`src/hdl/leader_election_voter_unit_assert.svh`:
```
// assertion macros for the election voter unit
`ifndef LEADER_ELECTION_VOTER_UNIT_ASSERT_SVH
`define LEADER_ELECTION_VOTER_UNIT_ASSERT_SVH

// same-cycle implication, sampled on clk, quiet while in reset
`define LEV_ASSERT_NOW(lbl, ante, cons, msg) \
  lbl: assert property (@(posedge clk) disable iff (!rst_n) (ante) |-> (cons)) \
    else $error(msg);

// next-cycle implication, sampled on clk, quiet while in reset
`define LEV_ASSERT_NEXT(lbl, ante, cons, msg) \
  lbl: assert property (@(posedge clk) disable iff (!rst_n) (ante) |=> (cons)) \
    else $error(msg);

`endif

```
`src/hdl/lev_pkg.sv`:
```
`default_nettype none

package lev_pkg;

  // field widths
  localparam int ID_W    = 3;
  localparam int TERM_W  = 32;
  localparam int FUNC_W  = 3;
  localparam int KIND_W  = 3;
  localparam int ROLE_W  = 2;
  localparam int CNT_W   = 4;
  localparam int CSIZE_W = 4;
  localparam int CFG_A_W = 1;
  localparam int CFG_D_W = 4;

  // queue depth between front and back
  localparam int Q_DEPTH = 2;
  localparam int Q_PTR_W = $clog2(Q_DEPTH);
  localparam int Q_CNT_W = $clog2(Q_DEPTH + 1);

  // input event codes
  localparam logic [FUNC_W-1:0] FUNC_START    = 3'd0;
  localparam logic [FUNC_W-1:0] FUNC_VOTE_REQ = 3'd1;
  localparam logic [FUNC_W-1:0] FUNC_VOTE_GNT = 3'd2;
  localparam logic [FUNC_W-1:0] FUNC_HB_IN    = 3'd3;
  localparam logic [FUNC_W-1:0] FUNC_HB_TICK  = 3'd4;
  localparam logic [FUNC_W-1:0] FUNC_LDR_LOST = 3'd5;

  // outgoing message kinds
  localparam logic [KIND_W-1:0] SEND_NONE  = 3'd0;
  localparam logic [KIND_W-1:0] SEND_REQ   = 3'd1;
  localparam logic [KIND_W-1:0] SEND_REPLY = 3'd2;
  localparam logic [KIND_W-1:0] SEND_ACK   = 3'd3;
  localparam logic [KIND_W-1:0] SEND_BEAT  = 3'd4;

  // node roles
  localparam logic [ROLE_W-1:0] ROLE_FOLLOWER  = 2'd0;
  localparam logic [ROLE_W-1:0] ROLE_CANDIDATE = 2'd1;
  localparam logic [ROLE_W-1:0] ROLE_LEADER    = 2'd2;

  // configuration register indexes
  localparam logic [CFG_A_W-1:0] CFG_SELF_ID = 1'd0;
  localparam logic [CFG_A_W-1:0] CFG_CSIZE   = 1'd1;

  // reset values of the configuration
  localparam logic [ID_W-1:0]    SELF_ID_RST = 3'd0;
  localparam logic [CSIZE_W-1:0] CSIZE_RST   = 4'd1;

  // vote counter saturation value
  localparam logic [CNT_W-1:0] CNT_MAX = '1;

  // classified operation handed from front to back
  typedef enum logic [2:0] {
    OP_START,
    OP_VOTE_REQ,
    OP_VOTE_GNT,
    OP_HB_IN,
    OP_HB_TICK,
    OP_LDR_LOST,
    OP_NOP
  } op_t;

  typedef struct packed {
    op_t              op;
    logic [ID_W-1:0]  sender;
    logic [TERM_W-1:0] term;
  } cmd_t;

  // queue status seen by front and back
  typedef struct packed {
    logic full;
    logic empty;
  } q_stat_t;

endpackage

`default_nettype wire

```
`src/hdl/lev_in_if.sv`:
```
`default_nettype none

interface lev_in_if;
  logic                         valid;
  logic                         ready;
  logic [lev_pkg::FUNC_W-1:0]   func;
  logic [lev_pkg::ID_W-1:0]     src_id;
  logic [lev_pkg::TERM_W-1:0]   msg_term;

  modport source (output valid, output func, output src_id, output msg_term,
                  input ready);
  modport sink   (input valid, input func, input src_id, input msg_term,
                  output ready);
endinterface

`default_nettype wire

```
`src/hdl/lev_out_if.sv`:
```
`default_nettype none

interface lev_out_if;
  logic                         valid;
  logic                         ready;
  logic [lev_pkg::KIND_W-1:0]   send_kind;
  logic [lev_pkg::ID_W-1:0]     dest_id;
  logic [lev_pkg::TERM_W-1:0]   out_term;
  logic [lev_pkg::ROLE_W-1:0]   role;
  logic                         leader_known;
  logic [lev_pkg::ID_W-1:0]     leader_node;
  logic                         became_leader;

  modport source (output valid, output send_kind, output dest_id, output out_term,
                  output role, output leader_known, output leader_node,
                  output became_leader, input ready);
  modport sink   (input valid, input send_kind, input dest_id, input out_term,
                  input role, input leader_known, input leader_node,
                  input became_leader, output ready);
endinterface

`default_nettype wire

```
`src/hdl/lev_cfg_if.sv`:
```
`default_nettype none

interface lev_cfg_if;
  logic                          valid;
  logic                          ready;
  logic [lev_pkg::CFG_A_W-1:0]   addr;
  logic [lev_pkg::CFG_D_W-1:0]   wdata;

  modport source (output valid, output addr, output wdata, input ready);
  modport sink   (input valid, input addr, input wdata, output ready);
endinterface

`default_nettype wire

```
`src/hdl/lev_front.sv`:
```
`default_nettype none

module lev_front (
  lev_in_if.sink           in_ch,
  input  lev_pkg::q_stat_t q_stat,
  output logic             push,
  output lev_pkg::cmd_t    push_cmd
);

  lev_pkg::op_t op;

  // decode the event code into an operation
  always_comb begin
    case (in_ch.func)
      lev_pkg::FUNC_START:    op = lev_pkg::OP_START;
      lev_pkg::FUNC_VOTE_REQ: op = lev_pkg::OP_VOTE_REQ;
      lev_pkg::FUNC_VOTE_GNT: op = lev_pkg::OP_VOTE_GNT;
      lev_pkg::FUNC_HB_IN:    op = lev_pkg::OP_HB_IN;
      lev_pkg::FUNC_HB_TICK:  op = lev_pkg::OP_HB_TICK;
      lev_pkg::FUNC_LDR_LOST: op = lev_pkg::OP_LDR_LOST;
      default:                op = lev_pkg::OP_NOP;
    endcase
  end

  // take a beat whenever the queue has room
  assign in_ch.ready     = !q_stat.full;
  assign push            = in_ch.valid && !q_stat.full;
  assign push_cmd.op     = op;
  assign push_cmd.sender = in_ch.src_id;
  assign push_cmd.term   = in_ch.msg_term;

endmodule

`default_nettype wire

```
`src/hdl/lev_queue.sv`:
```
`default_nettype none

module lev_queue (
  input  logic             clk,
  input  logic             rst_n,
  input  logic             push,
  input  lev_pkg::cmd_t    push_cmd,
  input  logic             pop,
  output lev_pkg::cmd_t    head,
  output lev_pkg::q_stat_t q_stat
);

  lev_pkg::cmd_t                  slot_r [lev_pkg::Q_DEPTH];
  logic [lev_pkg::Q_PTR_W-1:0]    wr_ptr_r, wr_ptr_nxt;
  logic [lev_pkg::Q_PTR_W-1:0]    rd_ptr_r, rd_ptr_nxt;
  logic [lev_pkg::Q_CNT_W-1:0]    cnt_r, cnt_nxt;

  // pointer and fill bookkeeping
  always_comb begin
    wr_ptr_nxt = wr_ptr_r;
    rd_ptr_nxt = rd_ptr_r;
    cnt_nxt    = cnt_r;
    if (push) begin
      wr_ptr_nxt = (wr_ptr_r == lev_pkg::Q_PTR_W'(lev_pkg::Q_DEPTH - 1)) ?
                   '0 : wr_ptr_r + 1'b1;
    end
    if (pop) begin
      rd_ptr_nxt = (rd_ptr_r == lev_pkg::Q_PTR_W'(lev_pkg::Q_DEPTH - 1)) ?
                   '0 : rd_ptr_r + 1'b1;
    end
    case ({push, pop})
      2'b10:   cnt_nxt = cnt_r + 1'b1;
      2'b01:   cnt_nxt = cnt_r - 1'b1;
      default: cnt_nxt = cnt_r;
    endcase
  end

  always_ff @(posedge clk) begin
    if (!rst_n) begin
      wr_ptr_r <= '0;
      rd_ptr_r <= '0;
      cnt_r    <= '0;
    end else begin
      wr_ptr_r <= wr_ptr_nxt;
      rd_ptr_r <= rd_ptr_nxt;
      cnt_r    <= cnt_nxt;
    end
  end

  // entry storage
  always_ff @(posedge clk) begin
    if (push) begin
      slot_r[wr_ptr_r] <= push_cmd;
    end
  end

  assign head         = slot_r[rd_ptr_r];
  assign q_stat.full  = (cnt_r == lev_pkg::Q_CNT_W'(lev_pkg::Q_DEPTH));
  assign q_stat.empty = (cnt_r == '0);

endmodule

`default_nettype wire

```
`src/hdl/lev_back.sv`:
```
`default_nettype none

module lev_back (
  input  logic             clk,
  input  logic             rst_n,
  lev_cfg_if.sink          cfg_ch,
  lev_out_if.source        out_ch,
  input  lev_pkg::q_stat_t q_stat,
  input  lev_pkg::cmd_t    head,
  output logic             pop
);

  // configuration
  logic [lev_pkg::ID_W-1:0]    self_id_r;
  logic [lev_pkg::CSIZE_W-1:0] csize_r;

  // election state
  logic [lev_pkg::TERM_W-1:0]  term_r, term_nxt;
  logic                        vote_cast_r, vote_cast_nxt;
  logic [lev_pkg::ID_W-1:0]    vote_tgt_r, vote_tgt_nxt;
  logic [lev_pkg::ROLE_W-1:0]  role_r, role_nxt;
  logic [lev_pkg::CNT_W-1:0]   vote_cnt_r, vote_cnt_nxt;
  logic                        ldr_valid_r, ldr_valid_nxt;
  logic [lev_pkg::ID_W-1:0]    ldr_id_r, ldr_id_nxt;

  // result register
  logic                        out_valid_r;
  logic [lev_pkg::KIND_W-1:0]  kind_r, kind_nxt;
  logic [lev_pkg::ID_W-1:0]    dest_r, dest_nxt;
  logic [lev_pkg::TERM_W-1:0]  oterm_r, oterm_nxt;
  logic                        made_ldr_r, made_ldr_nxt;
  logic [lev_pkg::ROLE_W-1:0]  role_out_r;
  logic                        ldr_valid_out_r;
  logic [lev_pkg::ID_W-1:0]    ldr_id_out_r;

  logic                        term_gt, term_eq;
  logic [lev_pkg::TERM_W-1:0]  term_inc;
  logic [lev_pkg::CNT_W-1:0]   cnt_inc;

  // the back side takes the queue head when the result slot frees up
  assign pop = !q_stat.empty && (!out_valid_r || out_ch.ready);

  // configuration writes
  assign cfg_ch.ready = 1'b1;
  always_ff @(posedge clk) begin
    if (!rst_n) begin
      self_id_r <= lev_pkg::SELF_ID_RST;
      csize_r   <= lev_pkg::CSIZE_RST;
    end else if (cfg_ch.valid) begin
      case (cfg_ch.addr)
        lev_pkg::CFG_SELF_ID: self_id_r <= cfg_ch.wdata[lev_pkg::ID_W-1:0];
        lev_pkg::CFG_CSIZE:   csize_r   <= cfg_ch.wdata[lev_pkg::CSIZE_W-1:0];
        default:              ;
      endcase
    end
  end

  assign term_gt  = head.term > term_r;
  assign term_eq  = head.term == term_r;
  assign term_inc = term_r + 1'b1;
  assign cnt_inc  = (vote_cnt_r == lev_pkg::CNT_MAX) ? vote_cnt_r : vote_cnt_r + 1'b1;

  // apply one event to the election state
  always_comb begin
    term_nxt      = term_r;
    vote_cast_nxt = vote_cast_r;
    vote_tgt_nxt  = vote_tgt_r;
    role_nxt      = role_r;
    vote_cnt_nxt  = vote_cnt_r;
    ldr_valid_nxt = ldr_valid_r;
    ldr_id_nxt    = ldr_id_r;
    kind_nxt      = lev_pkg::SEND_NONE;
    dest_nxt      = '0;
    oterm_nxt     = '0;
    made_ldr_nxt  = 1'b0;
    case (head.op)
      lev_pkg::OP_START: begin
        term_nxt      = term_inc;
        vote_cast_nxt = 1'b1;
        vote_tgt_nxt  = self_id_r;
        role_nxt      = lev_pkg::ROLE_CANDIDATE;
        vote_cnt_nxt  = lev_pkg::CNT_W'(1);
        kind_nxt      = lev_pkg::SEND_REQ;
        oterm_nxt     = term_inc;
      end
      lev_pkg::OP_VOTE_REQ: begin
        if (term_gt || (term_eq && !vote_cast_r)) begin
          term_nxt      = head.term;
          vote_cast_nxt = 1'b1;
          vote_tgt_nxt  = head.sender;
          role_nxt      = lev_pkg::ROLE_FOLLOWER;
          kind_nxt      = lev_pkg::SEND_REPLY;
          dest_nxt      = head.sender;
          oterm_nxt     = head.term;
        end
      end
      lev_pkg::OP_VOTE_GNT: begin
        if (role_r == lev_pkg::ROLE_CANDIDATE && term_eq) begin
          vote_cnt_nxt = cnt_inc;
          // strict majority of the cluster
          if (cnt_inc > (csize_r >> 1)) begin
            role_nxt      = lev_pkg::ROLE_LEADER;
            ldr_valid_nxt = 1'b1;
            ldr_id_nxt    = self_id_r;
            made_ldr_nxt  = 1'b1;
          end
        end
      end
      lev_pkg::OP_HB_IN: begin
        if (term_gt || term_eq) begin
          ldr_valid_nxt = 1'b1;
          ldr_id_nxt    = head.sender;
          term_nxt      = head.term;
          role_nxt      = lev_pkg::ROLE_FOLLOWER;
        end
        kind_nxt  = lev_pkg::SEND_ACK;
        dest_nxt  = head.sender;
        oterm_nxt = head.term;
      end
      lev_pkg::OP_HB_TICK: begin
        if (role_r == lev_pkg::ROLE_LEADER) begin
          kind_nxt  = lev_pkg::SEND_BEAT;
          oterm_nxt = term_r;
        end
      end
      lev_pkg::OP_LDR_LOST: begin
        ldr_valid_nxt = 1'b0;
        if (role_r == lev_pkg::ROLE_FOLLOWER) begin
          term_nxt      = term_inc;
          vote_cast_nxt = 1'b1;
          vote_tgt_nxt  = self_id_r;
          role_nxt      = lev_pkg::ROLE_CANDIDATE;
          vote_cnt_nxt  = lev_pkg::CNT_W'(1);
          kind_nxt      = lev_pkg::SEND_REQ;
          oterm_nxt     = term_inc;
        end
      end
      default: ;
    endcase
  end

  // state and result valid
  always_ff @(posedge clk) begin
    if (!rst_n) begin
      term_r      <= '0;
      vote_cast_r <= 1'b0;
      vote_tgt_r  <= '0;
      role_r      <= lev_pkg::ROLE_FOLLOWER;
      vote_cnt_r  <= '0;
      ldr_valid_r <= 1'b0;
      ldr_id_r    <= '0;
      out_valid_r <= 1'b0;
    end else begin
      if (pop) begin
        term_r      <= term_nxt;
        vote_cast_r <= vote_cast_nxt;
        vote_tgt_r  <= vote_tgt_nxt;
        role_r      <= role_nxt;
        vote_cnt_r  <= vote_cnt_nxt;
        ldr_valid_r <= ldr_valid_nxt;
        ldr_id_r    <= ldr_id_nxt;
        out_valid_r <= 1'b1;
      end else if (out_ch.ready) begin
        out_valid_r <= 1'b0;
      end
    end
  end

  // result payload
  always_ff @(posedge clk) begin
    if (pop) begin
      kind_r          <= kind_nxt;
      dest_r          <= dest_nxt;
      oterm_r         <= oterm_nxt;
      made_ldr_r      <= made_ldr_nxt;
      role_out_r      <= role_nxt;
      ldr_valid_out_r <= ldr_valid_nxt;
      ldr_id_out_r    <= ldr_id_nxt;
    end
  end

  assign out_ch.valid         = out_valid_r;
  assign out_ch.send_kind     = kind_r;
  assign out_ch.dest_id       = dest_r;
  assign out_ch.out_term      = oterm_r;
  assign out_ch.role          = role_out_r;
  assign out_ch.leader_known  = ldr_valid_out_r;
  assign out_ch.leader_node   = ldr_id_out_r;
  assign out_ch.became_leader = made_ldr_r;

endmodule

`default_nettype wire

```
`src/hdl/leader_election_voter_unit.sv`:
```
`default_nettype none

// Election state of one cluster node. Each event beat on in_ch yields exactly
// one result beat on out_ch naming the message to send, together with the role
// and known leader after the event. One event is taken per cycle in steady
// state while out_ch is ready; the rate is set by the back unit's state update,
// which applies one event a cycle. An accepted event is written into the
// two-entry command queue; its result is registered from the head and held
// until out_ch takes it. While out_ch stalls, the output register and the queue
// hold three events before in_ch.ready drops. Configuration (self_id at index
// 0, cluster_size at index 1) must be written on cfg_ch only while no events
// are in flight, not enforced by the block; reset: self_id 0, cluster_size 1.

module leader_election_voter_unit (
  input  wire logic   clk,
  input  wire logic   rst_n,
  lev_in_if.sink      in_ch,
  lev_out_if.source   out_ch,
  lev_cfg_if.sink     cfg_ch
);

  lev_pkg::q_stat_t q_stat;
  lev_pkg::cmd_t    push_cmd;
  lev_pkg::cmd_t    head;
  logic             push;
  logic             pop;

  // classify incoming events
  lev_front u_front (
    .in_ch    (in_ch),
    .q_stat   (q_stat),
    .push     (push),
    .push_cmd (push_cmd)
  );

  // decouple front from back
  lev_queue u_queue (
    .clk      (clk),
    .rst_n    (rst_n),
    .push     (push),
    .push_cmd (push_cmd),
    .pop      (pop),
    .head     (head),
    .q_stat   (q_stat)
  );

  // apply events and register results
  lev_back u_back (
    .clk    (clk),
    .rst_n  (rst_n),
    .cfg_ch (cfg_ch),
    .out_ch (out_ch),
    .q_stat (q_stat),
    .head   (head),
    .pop    (pop)
  );

`include "leader_election_voter_unit_assert.svh"

  `LEV_ASSERT_NOW(a_no_push_full, push, !q_stat.full, "push into full queue")
  `LEV_ASSERT_NOW(a_no_pop_empty, pop, !q_stat.empty, "pop from empty queue")
  `LEV_ASSERT_NOW(a_became_leader, out_ch.valid && out_ch.became_leader,
    (out_ch.role == lev_pkg::ROLE_LEADER) && out_ch.leader_known, "leader flags disagree")
  `LEV_ASSERT_NOW(a_beat_by_leader, out_ch.valid && (out_ch.send_kind == lev_pkg::SEND_BEAT),
    out_ch.role == lev_pkg::ROLE_LEADER, "heartbeat sent by non-leader")
  `LEV_ASSERT_NEXT(a_empty_pop, q_stat.empty && !push, !pop, "pop without queued event")

endmodule

`default_nettype wire
```
`src/flat_wrapper.sv`:
```
// flat-port wrapper written by rule: the top's interface ports become plain ports
module leader_election_voter_unit_flat 
  (clk, rst_n, in_ch_valid, in_ch_func, in_ch_src_id, in_ch_msg_term, in_ch_ready, out_ch_valid, out_ch_send_kind, out_ch_dest_id, out_ch_out_term, out_ch_role, out_ch_leader_known, out_ch_leader_node, out_ch_became_leader, out_ch_ready, cfg_ch_valid, cfg_ch_addr, cfg_ch_wdata, cfg_ch_ready);
  lev_in_if in_ch_i ();
  lev_out_if out_ch_i ();
  lev_cfg_if cfg_ch_i ();
  input  wire logic clk;
  input  wire logic rst_n;
  input wire logic [$bits(in_ch_i.valid)-1:0] in_ch_valid;
  input wire logic [$bits(in_ch_i.func)-1:0] in_ch_func;
  input wire logic [$bits(in_ch_i.src_id)-1:0] in_ch_src_id;
  input wire logic [$bits(in_ch_i.msg_term)-1:0] in_ch_msg_term;
  output wire logic [$bits(in_ch_i.ready)-1:0] in_ch_ready;
  output wire logic [$bits(out_ch_i.valid)-1:0] out_ch_valid;
  output wire logic [$bits(out_ch_i.send_kind)-1:0] out_ch_send_kind;
  output wire logic [$bits(out_ch_i.dest_id)-1:0] out_ch_dest_id;
  output wire logic [$bits(out_ch_i.out_term)-1:0] out_ch_out_term;
  output wire logic [$bits(out_ch_i.role)-1:0] out_ch_role;
  output wire logic [$bits(out_ch_i.leader_known)-1:0] out_ch_leader_known;
  output wire logic [$bits(out_ch_i.leader_node)-1:0] out_ch_leader_node;
  output wire logic [$bits(out_ch_i.became_leader)-1:0] out_ch_became_leader;
  input wire logic [$bits(out_ch_i.ready)-1:0] out_ch_ready;
  input wire logic [$bits(cfg_ch_i.valid)-1:0] cfg_ch_valid;
  input wire logic [$bits(cfg_ch_i.addr)-1:0] cfg_ch_addr;
  input wire logic [$bits(cfg_ch_i.wdata)-1:0] cfg_ch_wdata;
  output wire logic [$bits(cfg_ch_i.ready)-1:0] cfg_ch_ready;
  assign in_ch_i.valid = in_ch_valid;
  assign in_ch_i.func = in_ch_func;
  assign in_ch_i.src_id = in_ch_src_id;
  assign in_ch_i.msg_term = in_ch_msg_term;
  assign in_ch_ready = in_ch_i.ready;
  assign out_ch_valid = out_ch_i.valid;
  assign out_ch_send_kind = out_ch_i.send_kind;
  assign out_ch_dest_id = out_ch_i.dest_id;
  assign out_ch_out_term = out_ch_i.out_term;
  assign out_ch_role = out_ch_i.role;
  assign out_ch_leader_known = out_ch_i.leader_known;
  assign out_ch_leader_node = out_ch_i.leader_node;
  assign out_ch_became_leader = out_ch_i.became_leader;
  assign out_ch_i.ready = out_ch_ready;
  assign cfg_ch_i.valid = cfg_ch_valid;
  assign cfg_ch_i.addr = cfg_ch_addr;
  assign cfg_ch_i.wdata = cfg_ch_wdata;
  assign cfg_ch_ready = cfg_ch_i.ready;
  leader_election_voter_unit u_core (.clk(clk), .rst_n(rst_n), .in_ch(in_ch_i), .out_ch(out_ch_i), .cfg_ch(cfg_ch_i));
endmodule
```
`config.mk`:
```
export PLATFORM = sky130hd
export DESIGN_NAME = leader_election_voter_unit_flat
export DESIGN_NICKNAME = d
export VERILOG_FILES = /design/src/hdl/lev_pkg.sv /design/src/hdl/lev_in_if.sv /design/src/hdl/lev_out_if.sv /design/src/hdl/lev_cfg_if.sv /design/src/hdl/lev_front.sv /design/src/hdl/lev_queue.sv /design/src/hdl/lev_back.sv /design/src/hdl/leader_election_voter_unit.sv /design/src/flat_wrapper.sv
export VERILOG_INCLUDE_DIRS = /design/src /design/src/hdl
export SDC_FILE = /design/constraint.sdc
export NUM_CORES = 1
export LEC_CHECK = 0
export BUFFER_PORTS_ARGS = -buffer_cell sky130_fd_sc_hd__buf_2
export CAP_MARGIN = 20
export CORE_ASPECT_RATIO = 0.8
export CORE_MARGIN = 2
export CORE_UTILIZATION = 40
export DETAILED_ROUTE_END_ITERATION = 7
export GPL_ROUTABILITY_DRIVEN = 0
export PLACE_DENSITY = 0.57
export SLEW_MARGIN = 20
export SYNTH_ARGS = -nofsm -noshare
export SYNTH_HDL_FRONTEND = slang
export SYNTH_SLANG_ARGS = --single-unit
```
`constraint.sdc`:
```
create_clock -name clk -period 4.7 [get_ports clk]
set_input_delay 0.94 -clock clk [delete_from_list [all_inputs] [get_ports clk]]
set_output_delay 0.94 -clock clk [all_outputs]
set_load 0.03 [all_outputs]
```
==> results of run 1 <==
-- worst paths after layout --
path,start,end
worst max-delay path,register,u_core.u_back.term_r[28]
worst min register to register,u_core.u_back.csize_r[3],u_core.u_back.csize_r[3]
worst min-delay path,u_core.u_back.csize_r[3],u_core.u_back.csize_r[3]
worst max register to register,register,u_core.u_back.term_r[28]
-- worst max-delay path: stages, from the launching register on --
cell and delay [ns]:
dfxtp_2 0.32, buf_4 0.34, mux2_2 0.40, ha_1 0.32, nand4_1 0.16, nor4_2 0.58
inv_1 0.14, a31oi_2 0.27, o21ai_2 0.14, nor2_1 0.73, buf_4 0.35, o32ai_1 0.12
-- Yosys cell counts (all sizes together) (4+ instances only) --
library cell,number
a211oi,17
a21o,5
a21oi,42
a22oi,7
a31oi,5
and2,4
and3,6
and4,5
buf,21
clkbuf,31
dfxtp,55
edfxtp,121
ha,38
inv,46
mux2,30
mux2i,22
nand2,144
nand2b,7
nand3,26
nand4,13
nor2,60
nor2b,5
nor3,16
nor4,10
o211ai,7
o21a,8
o21ai,47
o221ai,11
o22ai,11
o31ai,22
o32ai,24
xnor2,11
-- cells by family (layout without fill, tap and decap cells) --
family	Yosys count	in the layout	synth area share, %
buffers and inverters	98	190	4.38
adder cells (fa/ha/maj)	38	38	5.06
flip-flops	176	176	50.4
multiplexers	52	52	5.97
other	1	1	0.0399
AND/OR/NAND/NOR	307	307	15.8
AO/OA/AOI/OAI	229	229	17.1
XOR/XNOR	13	13	1.21
-- power by group through the flow --
stage,Combinational [uW],Clock (uW),Sequential [uW]
after floorplan,1270,0,2680
after global placement,2370,0,2320
after detailed placement,2380,0,2310
after CTS,2390,1430,2280
after global routing,2610,1500,2310
final,2410,1410,2280
-- layout make-up --
cell class,instances,area (um2)
fill,2158,12400
sequential,176,4740
multi-input combinational,640,4280
timing repair buffer,112,631
clock buffer,20,437
tap,312,390
inverter,46,173
clock inverter,12,126
-- flip-flops by register name (all words and copies together) (netlist names), 2 cells and up, named ones only --
signal	count
u_core.u_back.out_ch.role	2
u_core.u_back.out_ch.dest_id	3
u_core.u_back.out_ch.leader_node	3
u_core.u_back.term_r	32
u_core.u_back.role_r	2
u_core.u_back.self_id_r	3
u_core.u_back.out_ch.send_kind	3
u_core.u_back.vote_cnt_r	4
u_core.u_back.ldr_id_r	3
u_core.u_back.out_ch.out_term	32
u_core.u_back.csize_r	3
u_core.u_queue.cnt_r	2
u_core.u_queue.slot_r	76
-- metal layers --
metal / global-route usage (%) / routed length, um / up-vias
met2: 28.2 / 10100 / 325
met3: 5.85 / 2270 / 21
met1: 34.0 / 13600 / 3587
li1: - / - / 3578
met5: 0 / 0 / -
met4: 5.22 / 305 / 0
-- metrics by stage --
step	total power [uW]	hold WS (ns)	cell area (um2)
finish	6090	0.466	10800
global route	6420	0.477	10800
CTS	6110	0.465	10700
detailed placement	4690	0.452	10200
global placement	4680	0.446	10200
floorplan	3940	0.436	9400
==> results.cfg, run 1 <==
[outcome]
status = finished, final reports clean

[pwr]
netSwitchingFraction_pct = 41.0
leakagePower_uw = 0.00378
clkPwrFrac_pct = 23.1
intPower_uw = 3590
vdd_drop_max_mv = 0.239
seq_power_share_pct = 37.4
power_frac_comb_pct = 39.5
netSwitchingPower_uw = 2500
powerDensity_nw_per_um2 = 566

[clock_tree]
cts_resized = 0
root_buffer = clkbuf_16
post_cts.repair.setup_buffers = 0
h-tree-depth = 4
clockBufferDepth = 2
insertion_delay_ns = 0.43
cts_inserted_buffers = 17
clkTransAtPathRegs_ns = 0.07
cts.hold.buffers_added = 0
cts_tree = yes
cts_sinks = 176

[grt]
grtUsageTotal_pct = 21.4
grt_pass1_wl_um = 40700
antenna_found_initial = 0
grt_max_degree = 67
grt_pass1_vias = 6981
grt_overflow = 0

[floorplan]
die_area_um2 = 24800
dieWidth_um = 175
core_area_um2 = 23200
die_h_um = 141
rows = 50
initial_core_util_pct = 40.5
io_pins = 96

[setup_path]
start_kind = register
end_kind = register
r2r_cells = 11
rrSetupSlack_ns = 0.69
cp.arrival_ns = 4.31
critPathRequiredTime_ns = 5.00
critical_path_class = register to register
critPathMaxFanout = 26

[yosys]
async_flop_share_pct = 0
synth_top_cell_by_area = edfxtp_1
syn_nets = 1000
seq_area_frac_synth_pct = 50.4
yosysTopAreaCellShare_pct = 38.6
ys_seq_elements = 176
netlist_area_um2 = 9400
synth-edff-count = 121
yosys_warnings = 0
synth_area_leaders = edfxtp_1 39%, dfxtp_1 12%, nand2_1 5.7%, ha_1 5.1%, mux2_2 3.6%
ys_types = 78
avgSynthCellArea_um2 = 10.3
syn_inst = 914
synth-main-ff-cell = edfxtp_1

[placed_design]
dp_hpwl_um = 17900
placed_cells = 1285
place_ws_ns = 0.747
port_buffers = 94

[timing]
hold_viol_final = 0
timing.final.setup_violations = 0
setup-tns-final_ns = 0
max-slew-margin-rel_pct = 30.5
worst_pin_slew_ns = 1.03
rsz0062_at_grt = false
fin_ws_ns = 0.692
fmax_ghz = 0.249
period_minus_slack_ns = 4.01
maxSlewViolCount = 0
clock-skew-final_ns = 0.0130
min_period_over_period_pct = 85.3

[drt]
antenna_left = 0
drc = 0
drt_wl_total_um = 26200
vias_per_cell = 5.70
drt_pre_antenna_iters = 5
num_vias = 7511
detail_route.wl_per_cell_um = 19.9
drtIter0Drc = 765

[final_layout]
layout-drive-gt1-share_pct = 20.8
stdcell_count = 1318
n_antenna_cell = 0
layout_common_cells = 144 x nand2_1, 121 x edfxtp_1, 94 x buf_2
nets = 1079
final_util_pct = 46.4
final_common_cell = nand2_1
syn_to_final_growth_pct = 14.5

[min_path]
min-delay-path-class = register to register
whs_path_depth = 2

[flow_run]
max_cap_violations = 0
(Power assumes the default switching activity.)
==> run 2, diff against run 1 <==
--- a/config.mk
+++ b/config.mk
@@ -6,6 +6,7 @@
 export SDC_FILE = /design/constraint.sdc
 export NUM_CORES = 1
 export LEC_CHECK = 0
+export ABC_AREA = 1
 export BUFFER_PORTS_ARGS = -buffer_cell sky130_fd_sc_hd__buf_2
 export CAP_MARGIN = 20
 export CORE_ASPECT_RATIO = 0.8
==> results.cfg, run 2 <==
[yosys]
synth_simple_gate_area_share_pct = 24.4
ys_seq_elements = 176
synth_mux_area_share_pct = 0.426
async_flop_share_pct = 0
ys_types = 39
yosysTopAreaCellShare_pct = 38.7
synthAdderAreaFrac_pct = 5.06
syn_inst = 1108
avgSynthCellArea_um2 = 8.48
synthTopCellsByCount = 207 x nand2_1, 158 x nor2_1, 142 x inv_1, 121 x edfxtp_1, 72 x o21ai_0
netlist_area_um2 = 9390
yosysMostFrequentCell = nand2_1
syn_nets = 1194
synth_xor_area_share_pct = 0.839
synth_area_leaders = edfxtp_1 39%, dfxtp_1 12%, nand2_1 8.3%, nor2_1 6.3%, inv_1 5.7%
seq_area_frac_synth_pct = 50.4
synth_compound_area_share_pct = 11.0
yosys_warnings = 0
synth_top_cell_by_area = edfxtp_1
synth_top_family_by_area = simple AND/OR/NAND/NOR gates
synth-edff-count = 121
synth-main-ff-cell = edfxtp_1

[final_layout]
n_antenna_cell = 0
final_common_cell = nand2_1
largest_register_ffs = 76
syn_to_final_growth_pct = 14.8
largest_register = u_core.u_queue.slot_r
design_area_um2 = 10800
nets = 1279
fillerInstances = 2316
layout_common_cells = 207 x nand2_1, 156 x nor2_1, 142 x inv_1
layout-drive-gt1-share_pct = 16.3
multi_input_area_um2 = 3950
area.sequential_um2 = 4730

[pwr]
leakagePower_uw = 0.00446
seq_power_share_pct = 33.0
intPower_uw = 4220
vdd_drop_max_mv = 0.277
clkPwrFrac_pct = 19.4
power_frac_comb_pct = 47.6
fin_total_pwr_uw = 7870
netSwitchingFraction_pct = 46.4
netSwitchingPower_uw = 3650
powerDensity_nw_per_um2 = 730

[timing]
timing.final.setup_violations = 0
worst_pin_slew_ns = 1.08
maxSlewViolCount = 0
fmax_ghz = 0.232
max-slew-margin-rel_pct = 28.1
rsz0062_at_grt = false
hold_viol_final = 0
min_period_over_period_pct = 91.7
period_minus_slack_ns = 4.31
clock-skew-final_ns = 0.0111
setup-tns-final_ns = 0

[drt]
drt_wl_total_um = 25200
num_vias = 7698
antenna_left = 0
drc = 0
detail_route.wl_per_cell_um = 16.6
vias_per_cell = 5.07
drtIter0Drc = 764
drt_pre_antenna_iters = 5

[placed_design]
port_buffers = 94
postPlaceCellArea_um2 = 10200
dp_hpwl_um = 17800

[floorplan]
io_pins = 96
initial_core_util_pct = 40.5
core_area_um2 = 23200
die_area_um2 = 24700
dieWidth_um = 175
rows = 50
die_h_um = 141

[grt]
grt_pass1_vias = 7226
grt_overflow = 0
grtUsageTotal_pct = 20.8
antenna_found_initial = 0
grt_max_degree = 53
grt_pass1_wl_um = 39900

[min_path]
min-delay-path-class = register to register
whs_path_depth = 1
min_from = u_core.u_queue.rd_ptr_r

[setup_path]
r2r_cells = 19
critPathRequiredTime_ns = 5.07
cp.arrival_ns = 4.68
critical_path_class = register to register
end_kind = register
critPathMaxFanout = 33
start_kind = register
reg2reg_to = u_core.u_back.term_r[11]
rrSetupSlack_ns = 0.39

[clock_tree]
cts.hold.buffers_added = 0
root_buffer = clkbuf_16
cts_tree = yes
cts_inserted_buffers = 17
insertion_delay_ns = 0.44
h-tree-depth = 4
post_cts.repair.setup_buffers = 0
cts_resized = 0
clockBufferDepth = 2
cts_sinks = 176
clkTransAtPathRegs_ns = 0.07

[flow_run]
max_cap_violations = 0

[outcome]
status = finished, final reports clean
run 2: changes by cell type in the layout (fill, tap and decap cells not counted), sizes merged, moves of 21 or more:
cell,change
nor2,+105
inv,+101
nand2,+71
nand3,+44
o21ai,+43
mux2,-30
or2,+30
o32ai,-24
o221ai,+21
o31ai,-21
run 2: area by class of cell:
type	count	area share, %
sequential	176	43.9
tap	312	3.62
clock inverter	15	1.83
clock buffer	17	3.95
multi-input combinational	749	36.6
inverter	147	5.12
timing repair buffer	102	4.92
run 2: metal layers:
metal / global-route usage, % / wire, um / up-vias
met1: 31.2 / 12400 / 3567
li1: - / - / 3877
met5: 0 / 0 / -
met2: 31.2 / 10700 / 234
met3: 3.37 / 1730 / 20
met4: 5.53 / 381 / 0
run 2: critical path, cell delays in order, from the launching register on:
cell     delay, ns
dfxtp_1       0.62
inv_2         0.34
or2_2         0.37
o21ai_0       0.24
inv_1         0.10
ha_1          0.33
nand2_1       0.09
nor2_2        0.19
nand2_1       0.10
nor2_2        0.18
nand2_1       0.10
nand3_1       0.08
nor2_1        0.08
nand2_4       0.12
nand2_2       0.07
nand2_2       0.10
nand2_2       0.08
nor2_4        0.67
o21ai_0       0.20
nor2_1        0.15
run 2: through the flow:
step	utilization [%]	hold WS, ns	setup WS, ns	std cells
after global routing	46.5	0.481	0.0835	1518
after floorplan	-	0.425	1.27	1108
after detailed placement	43.8	0.444	0.493	1486
after CTS	46.5	0.458	0.446	1518
final	46.5	0.454	0.391	1518
after global placement	43.8	0.437	0.619	1486
run 2: worst max path at each step:
stage / slack [ns] / startpoint / end / depth (start not counted)
after floorplan: 1.27 / out_ch_ready / u_core.u_back.vote_cnt_r[0] / 7
after global routing: 0.08 / register / u_core.u_back.term_r[29] / 19
final: 0.39 / register / u_core.u_back.term_r[11] / 19
after global placement: 0.62 / register / u_core.u_back.out_ch.out_term[1] / 19
after CTS: 0.45 / register / u_core.u_back.term_r[11] / 19
after detailed placement: 0.49 / register / u_core.u_back.out_ch.out_term[7] / 19
run 2: power by group through the flow:
stage,Clock [uW],Sequential (uW),Combinational (uW)
finish,1530,2590,3750
floorplan,0,2980,2330
global route,1620,2650,4210
global placement,0,2620,3710
detailed placement,0,2620,3740
CTS,1560,2590,3760
run 2: kinds of logic (layout without fill, tap and decap cells):
| family | count (synthesis) | after routing |
|---|---|---|
| AO/OA/AOI/OAI | 172 | 172 |
| XOR/XNOR | 9 | 9 |
| adder cells (fa/ha/maj) | 38 | 38 |
| buffers and inverters | 183 | 281 |
| flip-flops | 176 | 176 |
| multiplexers | 4 | 4 |
| other | 1 | 1 |
| AND/OR/NAND/NOR | 525 | 525 |
